$ cat src/rtl/rcpwm_pkg.sv
// shared types and constants for the rc pwm capture block
`timescale 1ns / 1ps

package rcpwm_pkg;

  localparam int PIN_BITS    = 4;
  localparam int TIME_W      = 32;
  localparam int WIDTH_W     = 32;
  localparam int COUNT_W     = 16;
  localparam int OUT_SLOTS   = 4;
  localparam int IN_TDATA_W  = 40;
  localparam int OUT_TDATA_W = 136;

  localparam logic [COUNT_W-1:0] THRESHOLD_RESET = 16'd300;
  localparam logic [COUNT_W-1:0] COUNT_MAX       = 16'hFFFF;

  localparam logic OP_SAMPLE = 1'b0;
  localparam logic OP_CHECK  = 1'b1;

  typedef struct packed {
    logic              sample;
    logic              level;
    logic [TIME_W-1:0] time_us;
  } cap_req_t;

endpackage

$ cat src/rtl/rc_pwm_capture_with_failsafe.sv
// top level: rc pwm width capture with connection failsafe
// path: a request passes through the input register and then the result register to result valid
// throughput: one request per cycle while results are taken, set by the single-pass edge and counter logic
// a stalled result holds the result register; one more request waits in the input register
// reset (rst, synchronous): clears levels, start times, widths, snapshot and counter,
// loads threshold 300, and empties both pipeline registers
`timescale 1ns / 1ps

module rc_pwm_capture_with_failsafe #(
  parameter int CHANNELS = 4
) (
  input  logic                              clk,
  input  logic                              rst,
  input  logic                              s_axis_tvalid,
  output logic                              s_axis_tready,
  // [3:0] pin_levels, [35:4] time_us, [39:36] zero
  input  logic [rcpwm_pkg::IN_TDATA_W-1:0]  s_axis_tdata,
  // [0] operation
  input  logic                              s_axis_tuser,
  output logic                              m_axis_tvalid,
  input  logic                              m_axis_tready,
  // [31:0] width_ch0, [63:32] width_ch1, [95:64] width_ch2, [127:96] width_ch3,
  // [128] connected, [135:129] zero
  output logic [rcpwm_pkg::OUT_TDATA_W-1:0] m_axis_tdata,
  input  logic                              cfg_wr_en,
  input  logic [rcpwm_pkg::COUNT_W-1:0]     cfg_wr_data
);
  import rcpwm_pkg::*;

  logic                   s1_valid;
  logic                   s1_op;
  logic [PIN_BITS-1:0]    s1_levels;
  logic [TIME_W-1:0]      s1_time;
  logic                   advance;
  logic                   connected_next;
  logic [PIN_BITS-1:0]    snap;
  logic [CHANNELS-1:0]    level_vec;
  logic [WIDTH_W-1:0]     width_next [CHANNELS];
  logic [OUT_TDATA_W-1:0] result_data;

  assign advance       = s1_valid && (!m_axis_tvalid || m_axis_tready);
  assign s_axis_tready = !s1_valid || advance;

  always_ff @(posedge clk) begin
    if (rst) begin
      s1_valid <= 1'b0;
    end else if (s_axis_tready) begin
      s1_valid <= s_axis_tvalid;
    end
  end

  always_ff @(posedge clk) begin
    if (s_axis_tvalid && s_axis_tready) begin
      s1_op     <= s_axis_tuser;
      s1_levels <= s_axis_tdata[PIN_BITS-1:0];
      s1_time   <= s_axis_tdata[PIN_BITS +: TIME_W];
    end
  end

  genvar g;
  generate
    for (g = 0; g < CHANNELS; g++) begin : g_ch
      cap_req_t req;
      assign req.sample  = advance && (s1_op == OP_SAMPLE);
      assign req.time_us = s1_time;
      if (g < PIN_BITS) begin : g_pin
        assign req.level = s1_levels[g];
      end else begin : g_nopin
        assign req.level = 1'b0;
      end
      rcpwm_capture u_capture (
        .clk        (clk),
        .rst        (rst),
        .req        (req),
        .level      (level_vec[g]),
        .width_next (width_next[g])
      );
    end

    for (g = 0; g < PIN_BITS; g++) begin : g_snap
      if (g < CHANNELS) begin : g_on
        assign snap[g] = level_vec[g];
      end else begin : g_off
        assign snap[g] = 1'b0;
      end
    end

    for (g = 0; g < OUT_SLOTS; g++) begin : g_slot
      if (g < CHANNELS) begin : g_on
        assign result_data[g*WIDTH_W +: WIDTH_W] = width_next[g];
      end else begin : g_off
        assign result_data[g*WIDTH_W +: WIDTH_W] = '0;
      end
    end
  endgenerate

  assign result_data[OUT_SLOTS*WIDTH_W] = connected_next;
  assign result_data[OUT_TDATA_W-1:OUT_SLOTS*WIDTH_W+1] = '0;

  rcpwm_failsafe u_failsafe (
    .clk            (clk),
    .rst            (rst),
    .check          (advance && (s1_op == OP_CHECK)),
    .snap           (snap),
    .cfg_wr_en      (cfg_wr_en),
    .cfg_wr_data    (cfg_wr_data),
    .connected_next (connected_next)
  );

  always_ff @(posedge clk) begin
    if (rst) begin
      m_axis_tvalid <= 1'b0;
    end else if (advance) begin
      m_axis_tvalid <= 1'b1;
    end else if (m_axis_tready) begin
      m_axis_tvalid <= 1'b0;
    end
  end

  always_ff @(posedge clk) begin
    if (advance) begin
      m_axis_tdata <= result_data;
    end
  end

`ifndef SYNTHESIS
  a_ready_when_empty: assert property (@(posedge clk) disable iff (rst)
    !m_axis_tvalid |-> s_axis_tready)
    else $error("input stalled with empty result register");

  a_pending_moves: assert property (@(posedge clk) disable iff (rst)
    s1_valid && !m_axis_tvalid |=> m_axis_tvalid)
    else $error("pending request did not reach result register");

  a_stall_holds_stage: assert property (@(posedge clk) disable iff (rst)
    s1_valid && m_axis_tvalid && !m_axis_tready |=> s1_valid && $stable(s1_time))
    else $error("input register lost a request under stall");
`endif

endmodule

$ cat src/rtl/rcpwm_capture.sv
// one channel of pulse edge tracking and width latching
`timescale 1ns / 1ps

module rcpwm_capture (
  input  logic                            clk,
  input  logic                            rst,
  input  rcpwm_pkg::cap_req_t             req,
  output logic                            level,
  output logic [rcpwm_pkg::WIDTH_W-1:0]   width_next
);
  import rcpwm_pkg::*;

  logic [TIME_W-1:0]  rise_time;
  logic [WIDTH_W-1:0] width;
  logic               rising;
  logic               falling;

  assign rising     = req.sample & ~level & req.level;
  assign falling    = req.sample & level & ~req.level;
  assign width_next = falling ? (req.time_us - rise_time) : width;

  always_ff @(posedge clk) begin
    if (rst) begin
      level     <= 1'b0;
      rise_time <= '0;
      width     <= '0;
    end else begin
      if (rising) begin
        level     <= 1'b1;
        rise_time <= req.time_us;
      end else if (falling) begin
        level <= 1'b0;
      end
      width <= width_next;
    end
  end

endmodule

$ cat src/rtl/rcpwm_failsafe.sv
// stuck-input counter, threshold register and connection flag
`timescale 1ns / 1ps

module rcpwm_failsafe (
  input  logic                           clk,
  input  logic                           rst,
  input  logic                           check,
  input  logic [rcpwm_pkg::PIN_BITS-1:0] snap,
  input  logic                           cfg_wr_en,
  input  logic [rcpwm_pkg::COUNT_W-1:0]  cfg_wr_data,
  output logic                           connected_next
);
  import rcpwm_pkg::*;

  logic [PIN_BITS-1:0] previous_snapshot;
  logic [COUNT_W-1:0]  stuck_count;
  logic [COUNT_W-1:0]  stuck_count_next;
  logic [COUNT_W-1:0]  threshold;
  logic                same;

  assign same = (snap == previous_snapshot);

  always_comb begin
    stuck_count_next = stuck_count;
    if (check) begin
      if (!same) begin
        stuck_count_next = '0;
      end else if (stuck_count != COUNT_MAX) begin
        stuck_count_next = stuck_count + 1'b1;
      end
    end
  end

  assign connected_next = (stuck_count_next < threshold);

  always_ff @(posedge clk) begin
    if (rst) begin
      previous_snapshot <= '0;
      stuck_count       <= '0;
      threshold         <= THRESHOLD_RESET;
    end else begin
      stuck_count <= stuck_count_next;
      if (check) begin
        previous_snapshot <= snap;
      end
      if (cfg_wr_en) begin
        threshold <= cfg_wr_data;
      end
    end
  end

`ifndef SYNTHESIS
  a_count_only_on_check: assert property (@(posedge clk) disable iff (rst)
    !check |=> $stable(stuck_count))
    else $error("stuck count moved without a check");

  a_count_saturates: assert property (@(posedge clk) disable iff (rst)
    check && same && stuck_count == COUNT_MAX |=> stuck_count == COUNT_MAX)
    else $error("stuck count wrapped");

  a_zero_threshold: assert property (@(posedge clk) disable iff (rst)
    threshold == '0 |-> !connected_next)
    else $error("connected with zero threshold");
`endif

endmodule

$ cat config.mk
export PLATFORM = sky130hd
export DESIGN_NAME = rc_pwm_capture_with_failsafe
export DESIGN_NICKNAME = d
export VERILOG_FILES = /design/src/rtl/rcpwm_pkg.sv /design/src/rtl/rc_pwm_capture_with_failsafe.sv /design/src/rtl/rcpwm_capture.sv /design/src/rtl/rcpwm_failsafe.sv
export SDC_FILE = /design/constraint.sdc
export NUM_CORES = 1
export LEC_CHECK = 0
export BUFFER_PORTS_ARGS = -buffer_cell sky130_fd_sc_hd__buf_2
export CAP_MARGIN = 5
export CELL_PAD_IN_SITES_DETAIL_PLACEMENT = 1
export CELL_PAD_IN_SITES_GLOBAL_PLACEMENT = 1
export CORE_ASPECT_RATIO = 1.2
export CORE_MARGIN = 5
export CORE_UTILIZATION = 42
export CTS_CLUSTER_DIAMETER = 40
export DETAILED_ROUTE_END_ITERATION = 10
export PLACE_DENSITY = 0.86
export SYNTH_ARGS = -nofsm -noshare
export SYNTH_HDL_FRONTEND = slang
export SYNTH_HIERARCHICAL = 1
export SYNTH_SLANG_ARGS = --single-unit
$ cat constraint.sdc
create_clock -name clk -period 7.3 [get_ports clk]
set_input_delay 1.825 -clock clk [delete_from_list [all_inputs] [get_ports clk]]
set_output_delay 1.825 -clock clk [all_outputs]
set_load 0.05 [all_outputs]
# Word level (Yosys, flattened, before mapping)
# Cells that the tools add are included.
# word_totals
input_bits,62
rom_bits,0
mem_count,0
latchBits,0
out_inout_bits,138
register_bits,464
mem_bits_rw,0
# classes
reduce_logical,13
n_mul,0
n_addsub,5
mux,17
n_bitwise,25
n_eq_ne,2
div_mod_pow,0
order_cmp,1
n_shift,0
# ops
cell,n
$mux 32,4
$sub 32x32->32,4
$mux 16,3
$add 16x1->16 const B,1
$and 1x1->1,16
$lt 16x16->1,1
$ne 16x16->1 const B,1
$mux 1,10
$reduce_bool 2->1,5
$not 1->1,9
$eq 4x4->1,1
$logic_and 1x1->1,4
$logic_not 1->1,2
$logic_or 1x1->1,2

# Longest topological paths before layout
# Gate-level depths: netlist of run 1.
# logic_depth
ltp_word,8
mapped_depth,13
mapped_depth_nobuf,12

# Hierarchy
# The synthesis of run 1 kept the hierarchy.
# modules_own_cells
mod,n_inst,cells_each,area_each_um2
rcpwm_capture at g_ch[0].u_capture ...,2,596,4518.1
rc_pwm_capture_with_failsafe,1,187,5167.5
rcpwm_capture at g_ch[2].u_capture,1,610,4438.0
rcpwm_capture at g_ch[3].u_capture,1,609,4410.5
rcpwm_failsafe,1,226,1966.9

# Worst setup path before layout of run 1
# Ideal clock, no wire load.
# synth_timing
path_kind,in2reg
start,in m_axis_tready
end,"reg m_axis_tdata[0] (netlist name), enable pin"
path_buffers,0
cell_stages,2
path_slack_ps,-585
arrival_time_ps,7264
setup_time_ps,621
cell_sequence,nor2b_4 > nor2_1
# synth_via
elab_chain_cells,2
# synth_lines
item,line_no,text
start: declaration,rc_pwm_capture_with_failsafe.sv:21,"input logic m_axis_tready,"
$logic_or 1x1->1,rc_pwm_capture_with_failsafe.sv:41,assign advance = s1_valid && (!m_axis_tvalid || m_axis_tready);
$logic_and 1x1->1,rc_pwm_capture_with_failsafe.sv:41,
named net advance,rc_pwm_capture_with_failsafe.sv:34,logic advance;
end signal: assignment,rc_pwm_capture_with_failsafe.sv:122,m_axis_tdata <= result_data;
end: declaration,rc_pwm_capture_with_failsafe.sv:24,"output logic [rcpwm_pkg::OUT_TDATA_W-1:0] m_axis_tdata,"
# The timed path passes the listed nets, and every way through them passes these cells.
# A chain may end at the register's enable or synchronous reset.

# Final worst setup path of run 1
# layout_timing
start,in m_axis_tready
end,reg m_axis_tdata[128] (netlist name) (data pin)
# layout_via
elab_chain_cells,5
# layout_lines
item,line_no,text
$logic_or 1x1->1,rc_pwm_capture_with_failsafe.sv:41,
$logic_and 1x1->1,rc_pwm_capture_with_failsafe.sv:41,
$logic_and 1x1->1,rc_pwm_capture_with_failsafe.sv:103,".check (advance && (s1_op == OP_CHECK)),"
$mux 16,rcpwm_failsafe.sv:25,if (check) begin
named net u_failsafe.stuck_count_next[14],rcpwm_failsafe.sv:17,logic [COUNT_W-1:0] stuck_count_next;
$lt 16x16->1,rcpwm_failsafe.sv:34,assign connected_next = (stuck_count_next < threshold);
named net connected_next,rc_pwm_capture_with_failsafe.sv:35,logic connected_next;
# The timed path passes the listed nets, and every way through them passes these cells.

==> impl_summary.md, run 1 <==
Outcome
The run finished with clean final reports.

Cells and area
The synthesis-to-finish area growth is 15.04%. The summed area of non-filler cells in the final layout is approximately 29000 um^2. The net count of the finished layout is about 3200. Cells fill 48.50% of the core in the end. The proportion of layout cells with a drive suffix above 1 is between 10 and 15%.

Setup path
At the worst endpoint, the required time is 7.62 ns. The signal on the critical path passes through buf_2, nand2b_1, and3_1, nand3_1, nor3_1, xnor2_1, nor2_1, ha_1, nand3_1, nor3_1, inv_1, a2111oi_0, a211oi_1. The critical path class is in -> reg. For this design, the slowest cell found on the critical path is sky130_fd_sc_hd__and3_1. The logic depth of the worst register-to-register path is 11. Data arrives at the worst endpoint at 5.07 ns. The maximum single-stage delay on the critical path is 0.57 ns. STA classifies the critical path endpoint as a flop. In this run the worst path has a maximum fanout of 14. The element type at the critical path start is a primary input.

Drt
The number of routed nets with antenna violations is 0. The average wire per standard cell is roughly 21 um. The count of unresolved DRC violations after routing is 0.

The via density per instance is 5.632. The detailed router finished its first iteration with roughly 1000 violations. Wires add up to 79.01 mm. The routed via count is 21490.

The detailed-routing iteration count for the pre-antenna-repair pass is 5.

Global route
The number of antenna violations at the first check in global routing is 3. The wire length of the first global-routing pass is between 100 and 150 mm. Summed over all layers, the global routing overflow is 0. The via count of the first global-routing pass is 22920. The pin count of the biggest net entering global routing is 75.

For this run, the total global-route usage over all layers was measured as 23.57%.

Placed design
The routability congestion estimate is 0.8888. Buffers placed on the I/O ports in this run total ~190. The placed wire-length estimate is 56.26 mm.

The cell area after placement is between 20000 and 30000 um^2.

Floorplan
The die span in y is ~280 um. The total core area is 59350 um^2. 200 I/O pins were placed. From left edge to right edge, the die measures between 200 and 250 um.

The floorplan has 98 rows. The floorplan step defined a die boundary enclosing 64570 um^2. The initial standard-cell utilization of the core is approximately 42%.

Power
The static leakage is between 10 and 15 nW. Net switching is 28.36% of the power. The total net switching power is 0.001979 W. VDD sags by at most approximately 140 uV. Of the total power, combinational logic draws 12.8%. The total power divided by cell area is 242.5 nW/um^2.

The internal power of the cells totals 0.005001 W. The share of total power dissipated in sequential elements is around two fifths. The relative contribution of the clock network to total power is between 40% and 50%.

Synthesis
The most common cell in the synthesized netlist is sky130_fd_sc_hd__nand2_1. The netlist uses 102 different library cells. The yosys synthesis warning count is 6. The share of the yosys chip area belonging to registers is ~44%. Summing every instance area after synthesis gives 25020 um^2.

The count of flip-flops with a built-in enable after synthesis is 166. The area share of the largest cell type after synthesis is between 20% and 30%. In this run the mean area of a mapped cell was 8.859 um^2.

By area the synthesized netlist is led by sky130_fd_sc_hd__dfxtp_1 24%, sky130_fd_sc_hd__edfxtp_1 20%, sky130_fd_sc_hd__nand2_1 7.5%. For this run, asynchronously set or reset flops after synthesis account for 0%. The cell taking the most area after synthesis is sky130_fd_sc_hd__dfxtp_1. After synthesis the netlist holds a flip-flop and latch count of 464. The cell count after synthesis came out at roughly 2800. By count the netlist is led by 502 x sky130_fd_sc_hd__nand2_1, 298 x sky130_fd_sc_hd__dfxtp_1, 285 x sky130_fd_sc_hd__a21oi_1.

In the synthesized netlist the dominant register cell turns out to be sky130_fd_sc_hd__dfxtp_1.

Timing
The highest clock rate is 210.8 MHz. The final setup violation count is 0. The share of the clock period used by the worst path is 64.99%. Setup repair after global routing left no endpoint under its margin. Adding up every negative setup slack in the final design gives 0 ns. The worst slew slack as a fraction of its limit is slightly above 20%.

The shortest period the worst path allows is roughly 4.7 ns. The final number of max-transition violations is 0. The slew of the pin with the lowest slew margin is 1.195 ns. On the final layout, the worst clock skew is 0.02917 ns.

The number of hold violations in the final report is 0.

Hold path
The worst hold path stage count is 2. The path category of the worst min-delay check is reg -> reg.

Job
The max-capacitance violation count is 0.

CTS
TritonCTS built the clock tree. The clock passes through at most 3 buffers. The clock latency at the later pin of the worst-skew pair is 0.61 ns. The clock sink count is 464. In this run the post-CTS setup repair buffer count came out at 0. The post-CTS clock slew at the launch and capture registers of the worst setup and hold paths is 0.05 ns.

The H-tree depth is 3. Counting the buffers created by CTS gives 69. In this run, post-CTS hold repair placed 0 buffers. In this run the clock root is driven by a sky130_fd_sc_hd__clkbuf_16. The post-cts resize count is 0.
## kinds of logic (layout without fill, tap and decap cells)
| kind of cell | Yosys count | after routing | synth area share, % |
|---|---|---|---|
| XOR/XNOR | 75 | 75 | 2.626 |
| other | 1 | 8 | 0.01499 |
| flip-flops | 464 | 464 | 43.77 |
| buffers and inverters | 330 | 515 | 5.351 |
| multiplexers | 37 | 37 | 1.490 |
| AO/OA/AOI/OAI | 729 | 729 | 19.54 |
| adder cells (fa/ha/maj) | 144 | 144 | 7.321 |
| AND/OR/NAND/NOR | 1044 | 1044 | 19.89 |
## worst max-delay path, delay by kind of cell
family                   cells  cell delay (ns)
AND/OR/NAND/NOR              7             1.93
XOR/XNOR                     1             0.22
AO/OA/AOI/OAI                2             0.52
buffers and inverters        2             0.23
adder cells (fa/ha/maj)      1             0.33
## worst paths after layout
path,start,to,slack (ns)
setup reg to reg,s1_valid$_SDFFE_PP0P_,m_axis_tdata[128]$_DFFE_PP_,3.53
hold / removal,g_ch[2].u_capture/rise_time[25]$_SDFFE_PP0P_,g_ch[2].u_capture/rise_time[25]$_SDFFE_PP0P_,0.46
hold reg to reg,g_ch[2].u_capture/rise_time[25]$_SDFFE_PP0P_,g_ch[2].u_capture/rise_time[25]$_SDFFE_PP0P_,0.46
setup / recovery,m_axis_tready,m_axis_tdata[128]$_DFFE_PP_,2.56
## layout by cell type, fill, tap and decap left out, types with 76 or more instances in the layout
cell type                  instances
sky130_fd_sc_hd__nand2_1         502
sky130_fd_sc_hd__dfxtp_1         298
sky130_fd_sc_hd__a21oi_1         284
sky130_fd_sc_hd__buf_2           187
sky130_fd_sc_hd__inv_1           179
sky130_fd_sc_hd__edfxtp_1        166
sky130_fd_sc_hd__ha_1            140
sky130_fd_sc_hd__nor2_1          136
sky130_fd_sc_hd__o21ai_0          95
sky130_fd_sc_hd__nand3_1          82
sky130_fd_sc_hd__and2_1           76
## power by group through the flow
| stage | Combinational (W) | Sequential, W | Clock [W] |
|---|---|---|---|
| after global routing | 0.000967 | 0.00282 | 0.00345 |
| after detailed placement | 0.000887 | 0.00287 | 0 |
| final | 0.000897 | 0.00282 | 0.00326 |
| after global placement | 0.000859 | 0.00287 | 0 |
| after floorplan | 0.000552 | 0.00294 | 0 |
| after CTS | 0.000895 | 0.00282 | 0.00334 |
## per-layer routing
layer  global-route usage, %  wire length (um)  up-vias
met1                   26.22             30990    10600
met2                   44.08             41670      475
li1                        -                 -    10220
met4                   10.35              3315        4
met3                   3.511              3013      193
met5                       0                31        -
## metrics by stage
stage          instances  hold slack (ns)  setup WS (ns)  power, W
6_report            3816           0.4570          2.556  0.006980
5_1_grt             3815           0.4739          2.354  0.007243
4_1_cts             3815           0.4541          2.653  0.007055
3_5_place_dp        3687           0.4468          2.043  0.003758
3_3_place_gp        3687           0.4349          2.150  0.003728
2_1_floorplan       2830           0.4249          1.656  0.003493
## sequential cells by signal, summed over array words and instances (netlist names)
signal and count:
u_failsafe/previous_snapshot 4, g_ch.u_capture/level 4, m_axis_tvalid 1, g_ch.u_capture/width 128
s1_time 32, s1_valid 1, m_axis_tdata 129, s1_op 1
s1_levels 4, u_failsafe/stuck_count 16, g_ch.u_capture/rise_time 128, u_failsafe/threshold 16
## area by class of cell
| class | count | area, um^2 |
|---|---|---|
| clock inverters | 42 | 399.1 |
| repair buffers | 207 | 1090 |
| well taps | 800 | 1001 |
| diodes | 1 | 2.502 |
| inverters | 180 | 675.6 |
| fillers | 6985 | 30560 |
| multi-input cells | 2036 | 12780 |
| flip-flops and latches | 464 | 10950 |
| clock buffers | 86 | 1886 |
(Power assumes the default switching activity.)
==> run 2, diff against run 1 <==
--- a/config.mk
+++ b/config.mk
@@ -11,10 +11,10 @@
 export CELL_PAD_IN_SITES_GLOBAL_PLACEMENT = 1
 export CORE_ASPECT_RATIO = 1.2
 export CORE_MARGIN = 5
-export CORE_UTILIZATION = 42
+export CORE_UTILIZATION = 47
 export CTS_CLUSTER_DIAMETER = 40
 export DETAILED_ROUTE_END_ITERATION = 10
-export PLACE_DENSITY = 0.86
+export PLACE_DENSITY = 0.9
 export SYNTH_ARGS = -nofsm -noshare
 export SYNTH_HDL_FRONTEND = slang
 export SYNTH_HIERARCHICAL = 1
==> constraint.sdc (replaced) <==
create_clock -name clk -period 4.9 [get_ports clk]
set_input_delay 1.225 -clock clk [delete_from_list [all_inputs] [get_ports clk]]
set_output_delay 1.225 -clock clk [all_outputs]
set_load 0.05 [all_outputs]
==> run 2 against run 1 <==
Clock skew rose by 0.00066 ns. Sequential share of layout area is 0.25 points lower. Wire length is 2.3% higher. Worst setup slack got worse by 1.3 ns. Via count is 2.1% higher. Highest routed layer is now met4. Critical endpoint is now m_axis_tdata[29]$_DFFE_PP_. Largest power group unchanged. Cell count shrank 2.1%. Largest cell class unchanged.
==> impl_summary.md, run 2 (synthesis results as in run 1) <==
Outcome
The run finished with clean final reports.

CTS
The H-tree depth is 3. After clock tree synthesis, the repair step resized 0 gates. The cts-stage hold buffer count is 0. Clock-pin slew was measured on the worst setup and hold paths at 0.06 ns.

The TritonCTS clock tree is built. CTS saw 464 sinks. The buffer type at the clock tree root is sky130_fd_sc_hd__clkbuf_16. For the worst-skew pair, the clock arrives at the later sink with an insertion delay of 0.61 ns. In this run the post-CTS setup repair buffer count came out at 0. Counting along the longest clock path gives a buffer depth of 3. In this run, CTS created clock tree buffers numbering 70.

Placed design
The total of buffers placed on input and output ports is 188. The worst setup slack after placement is 0.6346 ns. The number of placed instances with taps included is 3596.

The placed wire-length estimate is 56.33 mm. The routability congestion estimate is between 0.9 and 1.

Timing
The final number of max-transition violations is 0. Final hold analysis gives a worst-case slack of approximately 0.45 ns. At the pin with the least slew margin, the transition time is 1.150 ns.

Setup repair after global routing left no endpoint under its margin. The clock arrives with 0.02983 ns of skew. The shortest period the worst path allows is 3.680 ns. The worst setup margin is roughly 1.2 ns.

Setup violations remaining at the end of the flow were counted as 0. The number of hold violations in the final report is 0. Setup total negative slack on the finished layout was measured at 0 ns. Dividing the final minimum period by the clock period gives 75.10%. Measured against its own limit, the worst slew margin works out to 23.32%. Derived from the worst setup path, the maximum achievable clock frequency is 271.8 MHz.

Floorplan
The floorplan step defined a die boundary enclosing 57960 um^2. The site row count is ~90. The initial standard-cell utilization of the core is 47.56%. The floorplan step defined a core boundary enclosing 52610 um^2. The die span in y is 262.7 um. 200 I/O pins were placed. The x dimension of the die is 220.6 um.

Global route
The via count of the first global-routing pass was 23710. Global routing consumed, over all layers together, 27.11% of the routing resources. The pin count of the biggest net entering global routing is 130. The wire length of the first global-routing pass is roughly 130 mm. The number of antenna violations at the first check in global routing is 3. After global routing the overflow that remains totals 0.

Setup path
The worst reg2reg path endpoint is m_axis_tdata[29]$_DFFE_PP_. The arrival time of the worst setup path is 4.00 ns. The element type at the critical path start is a flop. At the worst endpoint, the required time is 5.22 ns.

The reg-to-reg startpoint is s1_time[25]$_DFFE_PP_. Of all nets on the critical path, the largest fanout is 12. The critical path class is reg -> reg. The worst setup slack for register-to-register paths is about 1.2 ns. The kind of capture point of the worst setup path is a flop.

Counting cells, the worst reg-to-reg path comes to 8.

Cells and area
The register with the most flip-flops in the layout has 129 of them. The largest registers in the layout are m_axis_tdata: 129 flops, g_ch.u_capture/rise_time: 128 flops, g_ch.u_capture/width: 128 flops. Of the cells placed in the final design, the portion with a size suffix greater than 1 is between 10% and 20%.

After filler insertion, the fill cell instance count of the layout stands at roughly 6000. The finished layout holds about 3700 standard cells, fillers aside. Compared with the post-synthesis result, the final layout area differs by 15.82%. The register with the highest flop count is m_axis_tdata. The net count reported at finish is between 3000 and 4000. The library cell used most frequently in the layout, excluding fill and tap cells, is sky130_fd_sc_hd__nand2_1.

The top cell types in the final layout, fill and taps aside, are 502 x sky130_fd_sc_hd__nand2_1, 298 x sky130_fd_sc_hd__dfxtp_1, 284 x sky130_fd_sc_hd__a21oi_1, 187 x sky130_fd_sc_hd__buf_2, 179 x sky130_fd_sc_hd__inv_1.

Drt
The final wirelength is 80.83 mm. The first detailed-routing pass took 5 iterations. The number of routed nets with antenna violations is 0. Across all layers, the routed design uses 21950 vias. The count of unresolved DRC violations after routing is 0. The via density per instance is around 6.

In this run, the number of DRC markers left after iteration 0 of detailed routing was 1371. The average wire per standard cell is 21.65 um.

Power
The static leakage is approximately 11 nW. The total chip power is 0.01071 W. In this run the power density over the cells is 369.6 nW/um^2. IR analysis of the VDD net gives a maximum drop of 267.6 uV.

Hold path
The worst hold path terminates at g_ch[3].u_capture/rise_time[8]$_SDFFE_PP0P_. In this run the worst hold path is classified as reg -> reg. The startpoint identified for the worst hold timing path is g_ch[3].u_capture/rise_time[8]$_SDFFE_PP0P_. The worst hold path stage count is 2.

Job
The max-capacitance violation count is 0.
run 2: worst max-delay path by stage:
stage / startpoint / endpoint / depth (start not counted)
2_1_floorplan: m_axis_tready / m_axis_tdata[0]$_DFFE_PP_ / 2
3_3_place_gp: m_axis_tready / m_axis_tdata[128]$_DFFE_PP_ / 11
3_5_place_dp: m_axis_tready / m_axis_tdata[128]$_DFFE_PP_ / 11
4_1_cts: m_axis_tready / m_axis_tdata[128]$_DFFE_PP_ / 11
5_1_grt: m_axis_tready / m_axis_tdata[128]$_DFFE_PP_ / 11
6_report: s1_time[25]$_DFFE_PP_ / m_axis_tdata[29]$_DFFE_PP_ / 8
run 2: final cells by class:
| cell class | instances | area, um^2 | area share [%] |
|---|---|---|---|
| antenna | 4 | 10.01 | 0.03454 |
| clock buffer | 88 | 1996 | 6.887 |
| clock inverter | 42 | 451.7 | 1.559 |
| inverter | 180 | 675.6 | 2.332 |
| multi-input combinational | 2036 | 12780 | 44.11 |
| sequential | 464 | 10950 | 37.79 |
| tap | 705 | 882.1 | 3.044 |
| timing repair buffer | 215 | 1230 | 4.245 |
run 2: per-layer routing:
metal	share of wire, %	GRT usage (%)	up-vias
li1	-	-	10230
met1	38	29.93	10940
met2	54	51.22	563
met3	4.3	3.549	228
met4	4.4	11.69	0
met5	0	0	-
run 2: where the power goes:
| group | switching, W | internal [W] |
|---|---|---|
| clock network | 0.00194 | 0.00321 |
| logic | 0.000938 | 0.000418 |
| registers | 0.000109 | 0.00409 |
run 2: metrics by stage:
step                      util [%]  cell area, um^2
final                        55.08            28980
after CTS                    54.90            28880
after global placement       50.25            26430
after detailed placement     50.25            26430
after global routing         55.06            28970
after floorplan                  -            25050
run 2: worst max-delay path, cell delays in order (launching register included):
cell and delay [ns]:
sky130_fd_sc_hd__edfxtp_1 0.70, sky130_fd_sc_hd__ha_1 0.68, sky130_fd_sc_hd__and3_1 0.27, sky130_fd_sc_hd__a221oi_1 0.12, sky130_fd_sc_hd__o21ai_0 0.61, sky130_fd_sc_hd__nor2b_1 0.16
sky130_fd_sc_hd__a211oi_1 0.31, sky130_fd_sc_hd__o32ai_1 0.15, sky130_fd_sc_hd__or3_1 0.38
